===== config.mk =====
export PLATFORM = sky130hd
export DESIGN_NAME = sequenced_event_replay_buffer
export DESIGN_NICKNAME = d
export VERILOG_FILES = /design/src/rtl/serb_pkg.sv /design/src/rtl/serb_front.sv /design/src/rtl/serb_back.sv /design/src/rtl/sequenced_event_replay_buffer.sv
export SDC_FILE = /design/constraint.sdc
export NUM_CORES = 2
export LEC_CHECK = 0
export BUFFER_PORTS_ARGS = -buffer_cell sky130_fd_sc_hd__buf_2
export CORE_UTILIZATION = 35
export DETAILED_ROUTE_END_ITERATION = 8
export RECOVER_POWER = 100
export SYNTH_ARGS = -nofsm -noshare
export SYNTH_HDL_FRONTEND = slang
export SYNTH_SLANG_ARGS = --single-unit
export TNS_END_PERCENT = 100

===== constraint.sdc =====
create_clock -name clk -period 13.3 [get_ports clk]
set_clock_uncertainty 0.1 [all_clocks]
set_input_delay 0.665 -clock clk [delete_from_list [all_inputs] [get_ports clk]]
set_output_delay 0.665 -clock clk [all_outputs]
set_load 0.02 [all_outputs]

===== src/rtl/serb_pkg.sv =====
// ---------------------------------------------------------------------------
// serb_pkg
// Shared types and codes of the sequenced event replay buffer.
// ---------------------------------------------------------------------------
package serb_pkg;

    localparam logic [1:0] OP_APPEND = 2'd0;
    localparam logic [1:0] OP_REPLAY = 2'd1;
    localparam logic [1:0] OP_RESET  = 2'd2;

    localparam logic [3:0] ST_OK        = 4'd0;
    localparam logic [3:0] ST_BAD_LIMIT = 4'd1;
    localparam logic [3:0] ST_BAD_EVENT = 4'd2;
    localparam logic [3:0] ST_TOO_LARGE = 4'd3;
    localparam logic [3:0] ST_GAP       = 4'd4;
    localparam logic [3:0] ST_FUTURE    = 4'd5;
    localparam logic [3:0] ST_CURRENT   = 4'd6;
    localparam logic [3:0] ST_SNAPSHOT  = 4'd7;
    localparam logic [3:0] ST_REPLAYING = 4'd8;

    localparam logic REG_MAX_COUNT = 1'b0;
    localparam logic REG_MAX_BYTES = 1'b1;

    localparam logic [63:0] SEQ_ALL_ONES = 64'hFFFF_FFFF_FFFF_FFFF;

    typedef struct packed {
        logic [1:0]  opcode;
        logic [63:0] sequence_number;
        logic [15:0] event_size;
        logic [63:0] event_payload;
    } in_item_t;

    typedef struct packed {
        logic [3:0]  status;
        logic [63:0] replay_sequence;
        logic [63:0] replay_payload;
        logic        last_result;
        logic [5:0]  stored_count;
        logic [15:0] stored_bytes;
        logic [63:0] oldest_held_sequence;
        logic [63:0] newest_sequence;
    } out_item_t;

endpackage


===== src/rtl/serb_front.sv =====
// ---------------------------------------------------------------------------
// serb_front
// Accepts requests, drops unknown opcodes, trims the size field and queues
// the rest in a two-entry queue for the back end.
// ---------------------------------------------------------------------------
module serb_front #(
    parameter int SIZE_BITS = 16
) (
    input  logic               clk,
    input  logic               rst_n,
    input  logic               in_valid,
    output logic               in_stall,
    input  serb_pkg::in_item_t in_data,
    output logic               cmd_valid,
    output serb_pkg::in_item_t cmd,
    input  logic               cmd_take
);
    import serb_pkg::*;

    localparam int SZ_W = (SIZE_BITS < 16) ? SIZE_BITS : 16;
    localparam logic [15:0] SIZE_MASK = 16'((17'd1 << SZ_W) - 17'd1);

    in_item_t   q_mem [2];
    logic       wr_ptr_reg, rd_ptr_reg;
    logic [1:0] fill_reg;
    logic       push, pop;
    in_item_t   item;

    assign in_stall  = (fill_reg == 2'd2);
    assign cmd_valid = (fill_reg != 2'd0);
    assign cmd       = q_mem[rd_ptr_reg];
    assign pop       = cmd_valid && cmd_take;

    always_comb
    begin
        item            = in_data;
        item.event_size = in_data.event_size & SIZE_MASK;
        push = in_valid && !in_stall && (in_data.opcode == OP_APPEND ||
               in_data.opcode == OP_REPLAY || in_data.opcode == OP_RESET);
    end

    always_ff @(posedge clk)
    begin
        if (push)
        begin
            q_mem[wr_ptr_reg] <= item;
        end
    end

    always_ff @(posedge clk or negedge rst_n)
    begin
        if (!rst_n)
        begin
            wr_ptr_reg <= 1'b0;
            rd_ptr_reg <= 1'b0;
            fill_reg   <= 2'd0;
        end
        else
        begin
            if (push)
            begin
                wr_ptr_reg <= ~wr_ptr_reg;
            end
            if (pop)
            begin
                rd_ptr_reg <= ~rd_ptr_reg;
            end
            fill_reg <= fill_reg + 2'(push) - 2'(pop);
        end
    end

endmodule


===== src/rtl/serb_back.sv =====
// ---------------------------------------------------------------------------
// serb_back
// Executes queued requests against the event ring: appends with eviction,
// replays one event at a time, and holds the result output register.
// ---------------------------------------------------------------------------
module serb_back #(
    parameter int RING_DEPTH = 32
) (
    input  logic                clk,
    input  logic                rst_n,
    input  logic                cfg_we,
    input  logic                cfg_index,
    input  logic [15:0]         cfg_wdata,
    input  logic                cmd_valid,
    input  serb_pkg::in_item_t  cmd,
    output logic                cmd_take,
    output logic                out_valid,
    input  logic                out_stall,
    output serb_pkg::out_item_t out_data
);
    import serb_pkg::*;

    localparam int IW = $clog2(RING_DEPTH);
    localparam int CW = $clog2(RING_DEPTH + 1);
    localparam logic [CW-1:0] DEPTH_C = CW'(RING_DEPTH);

    typedef enum logic [3:0] {
        S_IDLE     = 4'b0001,
        S_EVICT    = 4'b0010,
        S_REP_RD   = 4'b0100,
        S_REP_EMIT = 4'b1000
    } state_t;

    state_t        state_reg, state_next;
    logic [IW-1:0] head_reg, head_next;
    logic [CW-1:0] count_reg, count_next;
    logic [16:0]   bytes_reg, bytes_next;
    logic [63:0]   oldest_reg, oldest_next;
    logic [63:0]   latest_reg, latest_next;
    logic [5:0]    max_count_reg;
    logic [15:0]   max_bytes_reg;
    logic [63:0]   cur_seq_reg, cur_seq_next;
    logic [IW-1:0] rd_ptr_reg, rd_ptr_next;
    logic          out_valid_reg, out_valid_next;
    out_item_t     out_data_reg, out_data_next;

    logic [15:0]   size_mem [RING_DEPTH];
    logic [63:0]   pay_mem  [RING_DEPTH];
    logic [15:0]   head_size_reg;
    logic [63:0]   pay_rd_reg;

    logic          wr_en;
    logic [IW-1:0] wr_addr;
    logic          out_free;
    logic [7:0]    limit;
    logic          need_evict;
    logic          full;
    logic [3:0]    app_status;
    logic [3:0]    rep_status;
    logic [63:0]   seq_p1;
    logic [63:0]   off_wide;

    function automatic logic [IW-1:0] wrap_add(input logic [IW-1:0] a,
                                               input logic [CW-1:0] b);
        logic [CW:0] s;
        s = (CW+1)'(a) + (CW+1)'(b);
        if (s >= (CW+1)'(RING_DEPTH))
        begin
            s = s - (CW+1)'(RING_DEPTH);
        end
        return IW'(s);
    endfunction

    assign out_free  = !out_valid_reg || !out_stall;
    assign out_valid = out_valid_reg;
    assign out_data  = out_data_reg;

    always_comb
    begin
        limit = (8'(max_count_reg) > 8'(RING_DEPTH)) ? 8'(RING_DEPTH)
                                                     : 8'(max_count_reg);
        need_evict = (8'(count_reg) > limit) || (bytes_reg > 17'(max_bytes_reg));
        full   = (count_reg == DEPTH_C);
        seq_p1 = cmd.sequence_number + 64'd1;
        off_wide = seq_p1 - oldest_reg;

        if (limit == 8'd0 || max_bytes_reg == 16'd0)
            app_status = ST_BAD_LIMIT;
        else if (cmd.event_size == 16'd0)
            app_status = ST_BAD_EVENT;
        else if (cmd.event_size > max_bytes_reg)
            app_status = ST_TOO_LARGE;
        else if (latest_reg == SEQ_ALL_ONES || cmd.sequence_number != latest_reg + 64'd1)
            app_status = ST_GAP;
        else
            app_status = ST_OK;

        if (cmd.sequence_number > latest_reg)
            rep_status = ST_FUTURE;
        else if (cmd.sequence_number == latest_reg)
            rep_status = ST_CURRENT;
        else if (count_reg == '0 || cmd.sequence_number == SEQ_ALL_ONES ||
                 seq_p1 < oldest_reg)
            rep_status = ST_SNAPSHOT;
        else
            rep_status = ST_REPLAYING;
    end

    always_comb
    begin
        state_next     = state_reg;
        head_next      = head_reg;
        count_next     = count_reg;
        bytes_next     = bytes_reg;
        oldest_next    = oldest_reg;
        latest_next    = latest_reg;
        cur_seq_next   = cur_seq_reg;
        rd_ptr_next    = rd_ptr_reg;
        cmd_take       = 1'b0;
        wr_en          = 1'b0;
        wr_addr        = head_reg;
        out_valid_next = out_valid_reg && out_stall;
        out_data_next  = out_data_reg;

        out_data_next.status               = ST_OK;
        out_data_next.replay_sequence      = '0;
        out_data_next.replay_payload       = '0;
        out_data_next.last_result          = 1'b1;
        out_data_next.stored_count         = 6'(count_reg);
        out_data_next.stored_bytes         = bytes_reg[15:0];
        out_data_next.oldest_held_sequence = (count_reg != '0) ? oldest_reg : '0;
        out_data_next.newest_sequence      = latest_reg;
        if (!out_free)
        begin
            out_data_next = out_data_reg;
        end

        case (state_reg)
            S_IDLE:
            begin
                if (cmd_valid)
                begin
                    case (cmd.opcode)
                        OP_APPEND:
                        begin
                            if (app_status != ST_OK)
                            begin
                                if (out_free)
                                begin
                                    cmd_take             = 1'b1;
                                    out_valid_next       = 1'b1;
                                    out_data_next.status = app_status;
                                end
                            end
                            else
                            begin
                                cmd_take    = 1'b1;
                                wr_en       = 1'b1;
                                latest_next = cmd.sequence_number;
                                if (full)
                                begin
                                    // Ring full: the oldest slot is reused.
                                    wr_addr     = head_reg;
                                    head_next   = wrap_add(head_reg, CW'(1));
                                    bytes_next  = bytes_reg - 17'(head_size_reg)
                                                  + 17'(cmd.event_size);
                                    oldest_next = oldest_reg + 64'd1;
                                end
                                else
                                begin
                                    wr_addr     = wrap_add(head_reg, count_reg);
                                    count_next  = count_reg + CW'(1);
                                    bytes_next  = bytes_reg + 17'(cmd.event_size);
                                    if (count_reg == '0)
                                    begin
                                        oldest_next = cmd.sequence_number;
                                    end
                                end
                                state_next = S_EVICT;
                            end
                        end
                        OP_REPLAY:
                        begin
                            if (rep_status != ST_REPLAYING)
                            begin
                                if (out_free)
                                begin
                                    cmd_take             = 1'b1;
                                    out_valid_next       = 1'b1;
                                    out_data_next.status = rep_status;
                                end
                            end
                            else
                            begin
                                cmd_take     = 1'b1;
                                cur_seq_next = seq_p1;
                                rd_ptr_next  = wrap_add(head_reg, CW'(off_wide));
                                state_next   = S_REP_RD;
                            end
                        end
                        OP_RESET:
                        begin
                            if (out_free)
                            begin
                                cmd_take    = 1'b1;
                                head_next   = '0;
                                count_next  = '0;
                                bytes_next  = '0;
                                latest_next = cmd.sequence_number;
                                out_valid_next                     = 1'b1;
                                out_data_next.stored_count         = '0;
                                out_data_next.stored_bytes         = '0;
                                out_data_next.oldest_held_sequence = '0;
                                out_data_next.newest_sequence      = cmd.sequence_number;
                            end
                        end
                        default:
                        begin
                            cmd_take = 1'b1;
                        end
                    endcase
                end
            end
            S_EVICT:
            begin
                if (need_evict)
                begin
                    head_next   = wrap_add(head_reg, CW'(1));
                    count_next  = count_reg - CW'(1);
                    bytes_next  = bytes_reg - 17'(head_size_reg);
                    oldest_next = oldest_reg + 64'd1;
                end
                else if (out_free)
                begin
                    out_valid_next = 1'b1;
                    state_next     = S_IDLE;
                end
            end
            S_REP_RD:
            begin
                state_next = S_REP_EMIT;
            end
            S_REP_EMIT:
            begin
                if (out_free)
                begin
                    out_valid_next                = 1'b1;
                    out_data_next.status          = ST_REPLAYING;
                    out_data_next.replay_sequence = cur_seq_reg;
                    out_data_next.replay_payload  = pay_rd_reg;
                    out_data_next.last_result     = (cur_seq_reg == latest_reg);
                    if (cur_seq_reg == latest_reg)
                    begin
                        state_next = S_IDLE;
                    end
                    else
                    begin
                        cur_seq_next = cur_seq_reg + 64'd1;
                        rd_ptr_next  = wrap_add(rd_ptr_reg, CW'(1));
                        state_next   = S_REP_RD;
                    end
                end
            end
            default:
            begin
                state_next = S_IDLE;
            end
        endcase
    end

    // Ring memories; the size at the head is kept in a registered read.
    always_ff @(posedge clk)
    begin
        if (wr_en)
        begin
            size_mem[wr_addr] <= cmd.event_size;
            pay_mem[wr_addr]  <= cmd.event_payload;
        end
        if (wr_en && wr_addr == head_next)
        begin
            head_size_reg <= cmd.event_size;
        end
        else
        begin
            head_size_reg <= size_mem[head_next];
        end
        pay_rd_reg <= pay_mem[rd_ptr_reg];
    end

    always_ff @(posedge clk)
    begin
        out_data_reg <= out_data_next;
        cur_seq_reg  <= cur_seq_next;
        rd_ptr_reg   <= rd_ptr_next;
        oldest_reg   <= oldest_next;
    end

    always_ff @(posedge clk or negedge rst_n)
    begin
        if (!rst_n)
        begin
            state_reg     <= S_IDLE;
            head_reg      <= '0;
            count_reg     <= '0;
            bytes_reg     <= '0;
            latest_reg    <= '0;
            out_valid_reg <= 1'b0;
            max_count_reg <= 6'd32;
            max_bytes_reg <= 16'd4096;
        end
        else
        begin
            state_reg     <= state_next;
            head_reg      <= head_next;
            count_reg     <= count_next;
            bytes_reg     <= bytes_next;
            latest_reg    <= latest_next;
            out_valid_reg <= out_valid_next;
            if (cfg_we)
            begin
                case (cfg_index)
                    REG_MAX_COUNT: max_count_reg <= cfg_wdata[5:0];
                    REG_MAX_BYTES: max_bytes_reg <= cfg_wdata;
                    default:       max_bytes_reg <= max_bytes_reg;
                endcase
            end
        end
    end

endmodule


===== src/rtl/sequenced_event_replay_buffer.sv =====
// ---------------------------------------------------------------------------
// sequenced_event_replay_buffer
// Bounded ring of sequenced events with append, replay and reset requests.
// ---------------------------------------------------------------------------
// Usage. Requests arrive on the in_valid/in_stall/in_data channel; a transfer
// happens on a rising edge with in_valid high and in_stall low. Results leave
// on out_valid/out_stall/out_data the same way. max_event_count (index 0) and
// max_total_bytes (index 1) are written through cfg_we/cfg_index/cfg_wdata
// while the block is idle.
// Request flow. A request enters a two-entry queue in the front end and,
// with the queue empty, the back end sees it in the cycle after the transfer.
// Resets and rejected requests set out_valid through the output register when
// the back end takes them; an accepted append first enters the evict state,
// drops the oldest entries there while a limit is exceeded, and then raises
// out_valid. A replay reads each payload with a registered read, emits it from
// the emit state, then reads the next. Unknown opcodes are dropped silently.
// Reset clears the ring to empty, sets the latest sequence to zero and loads
// the limits to 32 events and 4096 bytes. No clearing pass is needed. When
// the receiver stalls, the result is held in the output register, the back
// end waits, and the queue fills before in_stall is raised.
// ---------------------------------------------------------------------------
module sequenced_event_replay_buffer #(
    parameter int RING_DEPTH = 32,
    parameter int SIZE_BITS  = 16
) (
    input  logic                clk,
    input  logic                rst_n,
    input  logic                in_valid,
    output logic                in_stall,
    input  serb_pkg::in_item_t  in_data,
    output logic                out_valid,
    input  logic                out_stall,
    output serb_pkg::out_item_t out_data,
    input  logic                cfg_we,
    input  logic                cfg_index,
    input  logic [15:0]         cfg_wdata
);
    import serb_pkg::*;

    // Classified request travelling from the front end to the back end.
    logic     cmd_valid;
    logic     cmd_take;
    in_item_t cmd;

    serb_front #(
        .SIZE_BITS(SIZE_BITS)
    ) u_front (
        .clk       (clk),
        .rst_n     (rst_n),
        .in_valid  (in_valid),
        .in_stall  (in_stall),
        .in_data   (in_data),
        .cmd_valid (cmd_valid),
        .cmd       (cmd),
        .cmd_take  (cmd_take)
    );

    serb_back #(
        .RING_DEPTH(RING_DEPTH)
    ) u_back (
        .clk       (clk),
        .rst_n     (rst_n),
        .cfg_we    (cfg_we),
        .cfg_index (cfg_index),
        .cfg_wdata (cfg_wdata),
        .cmd_valid (cmd_valid),
        .cmd       (cmd),
        .cmd_take  (cmd_take),
        .out_valid (out_valid),
        .out_stall (out_stall),
        .out_data  (out_data)
    );

endmodule


# After elaboration in Yosys (flattened, before gate mapping)
# Memory sizes are Yosys's and may differ from the RTL's. A register that Yosys moved wholly into a read port is not among the register bits.
# Cells that the tools add are included.
# totals
input_bits	168
reg_bits	539
elab_cells	233
output_inout_bits	285
mem_count	3
mem_bits_rw	2852
# op_classes
n_eq_ne	35
bitwise	3
n_reduce_logical	35
order_cmp	10
n_addsub	20
muxes	105
# mem_list
name	words	width	rd	rd_clocked_by_memory_dff	write_ports	line	text
u_back.pay_mem	32	64	1	1	1	serb_back.sv:48	logic [63:0] pay_mem [RING_DEPTH];
u_back.size_mem	32	16	1	1	1	serb_back.sv:47	logic [15:0] size_mem [RING_DEPTH];
u_front.q_mem	2	146	1	0	1	serb_front.sv:23	in_item_t q_mem [2];
# ops
operator	count
$mux W64	14
$mux W150	4
$pmux W64 S2	3
$mux W283	1
$add A64 B1 Y64 const B	4
$mux W133	1
$mux W129	1
$eq A64 B64 Y1	2
$eq A64 B64 Y1 const B	2
$mux W5	19
$mux W17	5
$mux W4	17
$pmux W17 S2	2
$gt A64 B64 Y1	1
$lt A64 B64 Y1	1
$ne A64 B64 Y1	1
$mux W6	6
$add A17 B16 Y17	2
$logic_not A16 Y1	2
$pmux W5 S2	3
$pmux W4 S2	3
$pmux W6 S2	2
$sub A5 B1 Y5 const B	4
$mux W1	18
other kinds (44)	90

# Logic depth before layout (Yosys ltp)
# depth
depth_word	14
depth_mapped	34
mapped_depth_nobuf	28

# Hierarchy
# From an unflattened synthesis, not the netlist that was laid out.
# hier_totals
cells_unflattened	8005
area_unflattened_um2	143878.0
# modules_own_cells
module	cells_per_inst	n_inst	area_each_um2	seq_area_each_um2
serb_back	7532	1	133082.6	92187.2
serb_front	473	1	10795.4	8868.5

# Worst setup path before layout
# OpenSTA, ideal clock, no wires.
# synth_timing
kind	register to register
from	register u_front.rd_ptr_reg
to	memory u_back.pay_mem[11][0] (enable)
n_path_buf	10
setup_ps	633
t_required_ps	12567
period_less_slack_ps	12041
t_arrival_ps	11308
stages_incl_launch_ff	21
setup_slack_ps	1259
cell_sequence	dfrtp_1 > buf_6 > buf_6 > buf_6 > buf_6 > buf_4 > buf_2 > clkbuf_1 > buf_1 > clkbuf_1 > mux2_2 > ha_1 > a21o_1 > a21oi_1 > nand2_1 > o21ai_0 > or4b_2 > nor4_4 > mux2i_1 > clkbuf_1 > nor3b_1
# synth_rtl
element	line	text
from (decl)	serb_front.sv:24	logic wr_ptr_reg, rd_ptr_reg;
from (signal assigned)	serb_front.sv:66	rd_ptr_reg <= ~rd_ptr_reg;
to (decl)	serb_back.sv:48	

==> run metrics <==
# rows=234; final wirelength=420.4 mm; clk_lat worst skew=0.97 ns; Post-synth top flop=edfxtp_1; max reg flops=2048; Initial Util=35.15%; crit start category=flip-flop; Max FO, Critical Path=55; DIE WIDTH=640.6 µm; FF-to-FF setup slack=1.57 ns; synth unique cells=88; H-Tree Depth=5; switch share=34.64%; unrepaired setup endpoints after global routing=false; Slew HR=-431.1%; global-route wire length before repair=591.6 mm; CTS clk-pin slew, worst paths=0.06 ns; most common cell after layout, fill and taps aside=edfxtp_1; Overall Global Routing Usage=20.03%; vias in the first global route=79.72k; crit path time final=11.73 ns; CTS sink cnt=3460; worst hold path startpoint=cfg_index; core area=406100 µm²; Hold Path Class=in -> reg; Iteration-0 DRC Markers=8527; post-synth top area share=65.52%; Max Cap Viol=80; crit-path cells=clkbuf_1 > mux2_1 > ha_1 > and4_1 > o21ai_0 > a21oi_1 > o21ai_0 > or4b_2 > nor4_4 > mux2i_1 > clkbuf_1 > nand4b_1 > nor2_1 > clkbuf_2; # IOs=453; post-synthesis sequential area ratio=70.80%; fill count=36.42k; status=finished, violations left; Antenna Nets Post-Route=0; Die Span Y=640.6 µm; Synth Net Count=8369; layout cells sized above 1=17.64%; Final Core Density=40.49%; hold path endpoint=u_back.max_count_reg[5]$_DFFE_PN1P_; worst slew pin tran=7.966 ns; Max Root-Sink Buffers=4; post-cts resize count=0; # port buffers=452; via count=79.66k; Int Pwr=24.69 mW; Yosys warnings=0; Critical Path Max Stage Delay=2.29 ns; Hold Path Cell Cnt=3; Leak=54.16 nW; dominant cell type by area after synthesis=edfxtp_1; root buffer cell=clkbuf_16; CP endpoint kind=flip-flop; GP Congestion=0.9055; part of the power in the clock network=26.5%; Mean Syn Cell Area=17.89 µm²; slowest cell on the critical path=clkbuf_1; Tot Pwr=37.77 mW; failing checks=design-rule violations, max-capacitance violations, max-slew violations; maximum VDD drop=0.1878 mV; largest reg by FF count=u_back.pay_mem; Crit Path Category=reg -> reg; HPWL after DPL=250.3 mm; pin count of the biggest net entering global routing=101; Nets=9112; CTS buffer count=364; grt ovf=0; WL/cell=29.04 µm; biggest regs=u_back.pay_mem x2048, u_back.size_mem x512, u_front.q_mem x292; TritonCTS clock tree=yes; Final Setup Violations=0; Post-synth EDFFs=3114; CP Launch Point=u_front.rd_ptr_reg$_DFFE_PN0P_; reg2reg path depth=14; CP Buf/Inv Count=3; final worst-path cycle share=88.20%; Critical Path AT=12.16 ns; final setup TNS=0 ns; origin of the critical flop-to-flop path=u_front.rd_ptr_reg$_DFFE_PN0P_; Area Overhead vs Synth=15.21%; maximum clock frequency=0.08525 GHz; DRT Pass-1 Iters=9; net switching power=13.08 mW; Seq pwr share=40.2%; Comb power frac=33.3%; Pwr per Cell Area=229.7 nW/µm²; Synth area leaders=edfxtp_1 (66%), mux4_2 (13%), dfxtp_1 (3.1%), dfrtp_1 (2.1%), ha_1 (1.9%); Crit path depth=14; final hold violation count=0; full die area=410400 µm²; Vias/cell=5.504; Pins Over Slew Limit=3741; Synth Register Bits=3460; drt drc=210; Post-synth ARST share=3.555%; Critical Path RT=13.73 ns; cells after synthesis=7980; family with the most delay on the worst path=buffers and inverters; Cell Area, Synth=142700 µm²; commonest non-fill, non-tap cells in the layout=edfxtp_1 (3114), mux4_2 (800), clkbuf_1 (559), nand2_1 (501), clkbuf_16 (370); Critical R2R Capture=u_back.size_mem[18][11]$_DFFE_PP_; initial antenna violation count=36
-- Yosys cell counts (all sizes together) (95+ instances only) --
cell / instances
a21oi: 170
a22o: 195
buf: 95
clkbuf: 304
dfrtp: 120
dfxtp: 223
edfxtp: 3114
ha: 216
inv: 244
mux2: 170
mux4: 800
nand2: 502
nand3: 107
nand4: 95
nor2: 264
o21ai: 336
xnor2: 261
xor2: 123
-- stage by stage --
stage / std cells / setup WS [ns] / instance area, µm² / hold slack (ns)
detailed placement: 13620 / 2.336 / 152000 / 0.3363
floorplan: 7980 / 1.259 / 142700 / 0.2694
finish: 14470 / 1.569 / 164400 / 0.1058
global placement: 13620 / 2.312 / 152000 / 0.3313
global route: 14470 / 1.037 / 164400 / 0.1309
CTS: 14460 / 2.317 / 165500 / 0.006093
-- power by group through the flow --
stage          logic, mW  clock network (mW)  registers (mW)
2_1_floorplan       8.44                   0            14.9
3_3_place_gp        12.4                   0            15.3
3_5_place_dp        12.6                   0            15.3
4_1_cts             12.7                10.2            15.1
5_1_grt             13.6                10.6            15.2
6_report            12.6                10.0            15.2
-- cells by family (layout without fill, tap and decap cells) --
kind of cell,after synthesis,after routing,share of synthesized area (%)
compound gates,924,924,4.206
xor+xnor,384,384,2.356
fa+ha+maj,221,221,1.964
buf+inv,645,1699,1.744
flops,3460,3460,70.80
mux,1064,1064,14.64
other cells,0,12,0
simple gates,1282,1282,4.292
-- timing repair --
action                    4_1_cts  5_1_grt
hold endpoints to repair      387        0
buffers inserted                0        0
hold buffers                  164        0
-- per-layer routing --
metal	global-route usage [%]	wire (µm)	vias up
li1	-	-	33390
met4	6.922	16550	10
met2	33.36	203200	3270
met3	2.937	29080	683
met5	0	48	-
met1	26.83	171500	42310
-- worst max path at each step --
stage,to,slack [ns]
global route,u_back.size_mem[18][13]$_DFFE_PP_,1.04
finish,u_back.size_mem[18][11]$_DFFE_PP_,1.57
detailed placement,u_back.cur_seq_reg[40]$_DFFE_PP_,2.34
CTS,u_back.cur_seq_reg[7]$_DFFE_PP_,2.32
floorplan,u_back.pay_mem[11][0]$_DFFE_PP_,1.26
global placement,u_back.cur_seq_reg[41]$_DFFE_PP_,2.31
-- final cells by class --
type,instances,area (µm²),share of cell area (%)
Sequential cell,3460,101100,61.46
Clock buffer,507,10060,6.120
Tap cell,5428,6792,4.130
Inverter,246,923.4,0.5616
Multi-Input combinational cell,3875,39350,23.93
Antenna cell,12,30.03,0.01826
Clock inverter,170,1770,1.077
Timing Repair Buffer,776,4436,2.697
-- worst register-to-register path: stages, from the launching register on --
cell and delay (ns):
dfrtp_4 0.98, clkbuf_1 2.32, mux2_1 1.36, ha_1 0.41, and4_1 0.22, o21ai_0 0.07, a21oi_1 0.08, o21ai_0 0.96
or4b_2 0.70, nor4_4 0.54, mux2i_1 0.25, clkbuf_1 0.46, nand4b_1 0.31, nor2_1 1.08, clkbuf_2 1.46
Note: power is estimated with default switching activity, not from simulation.
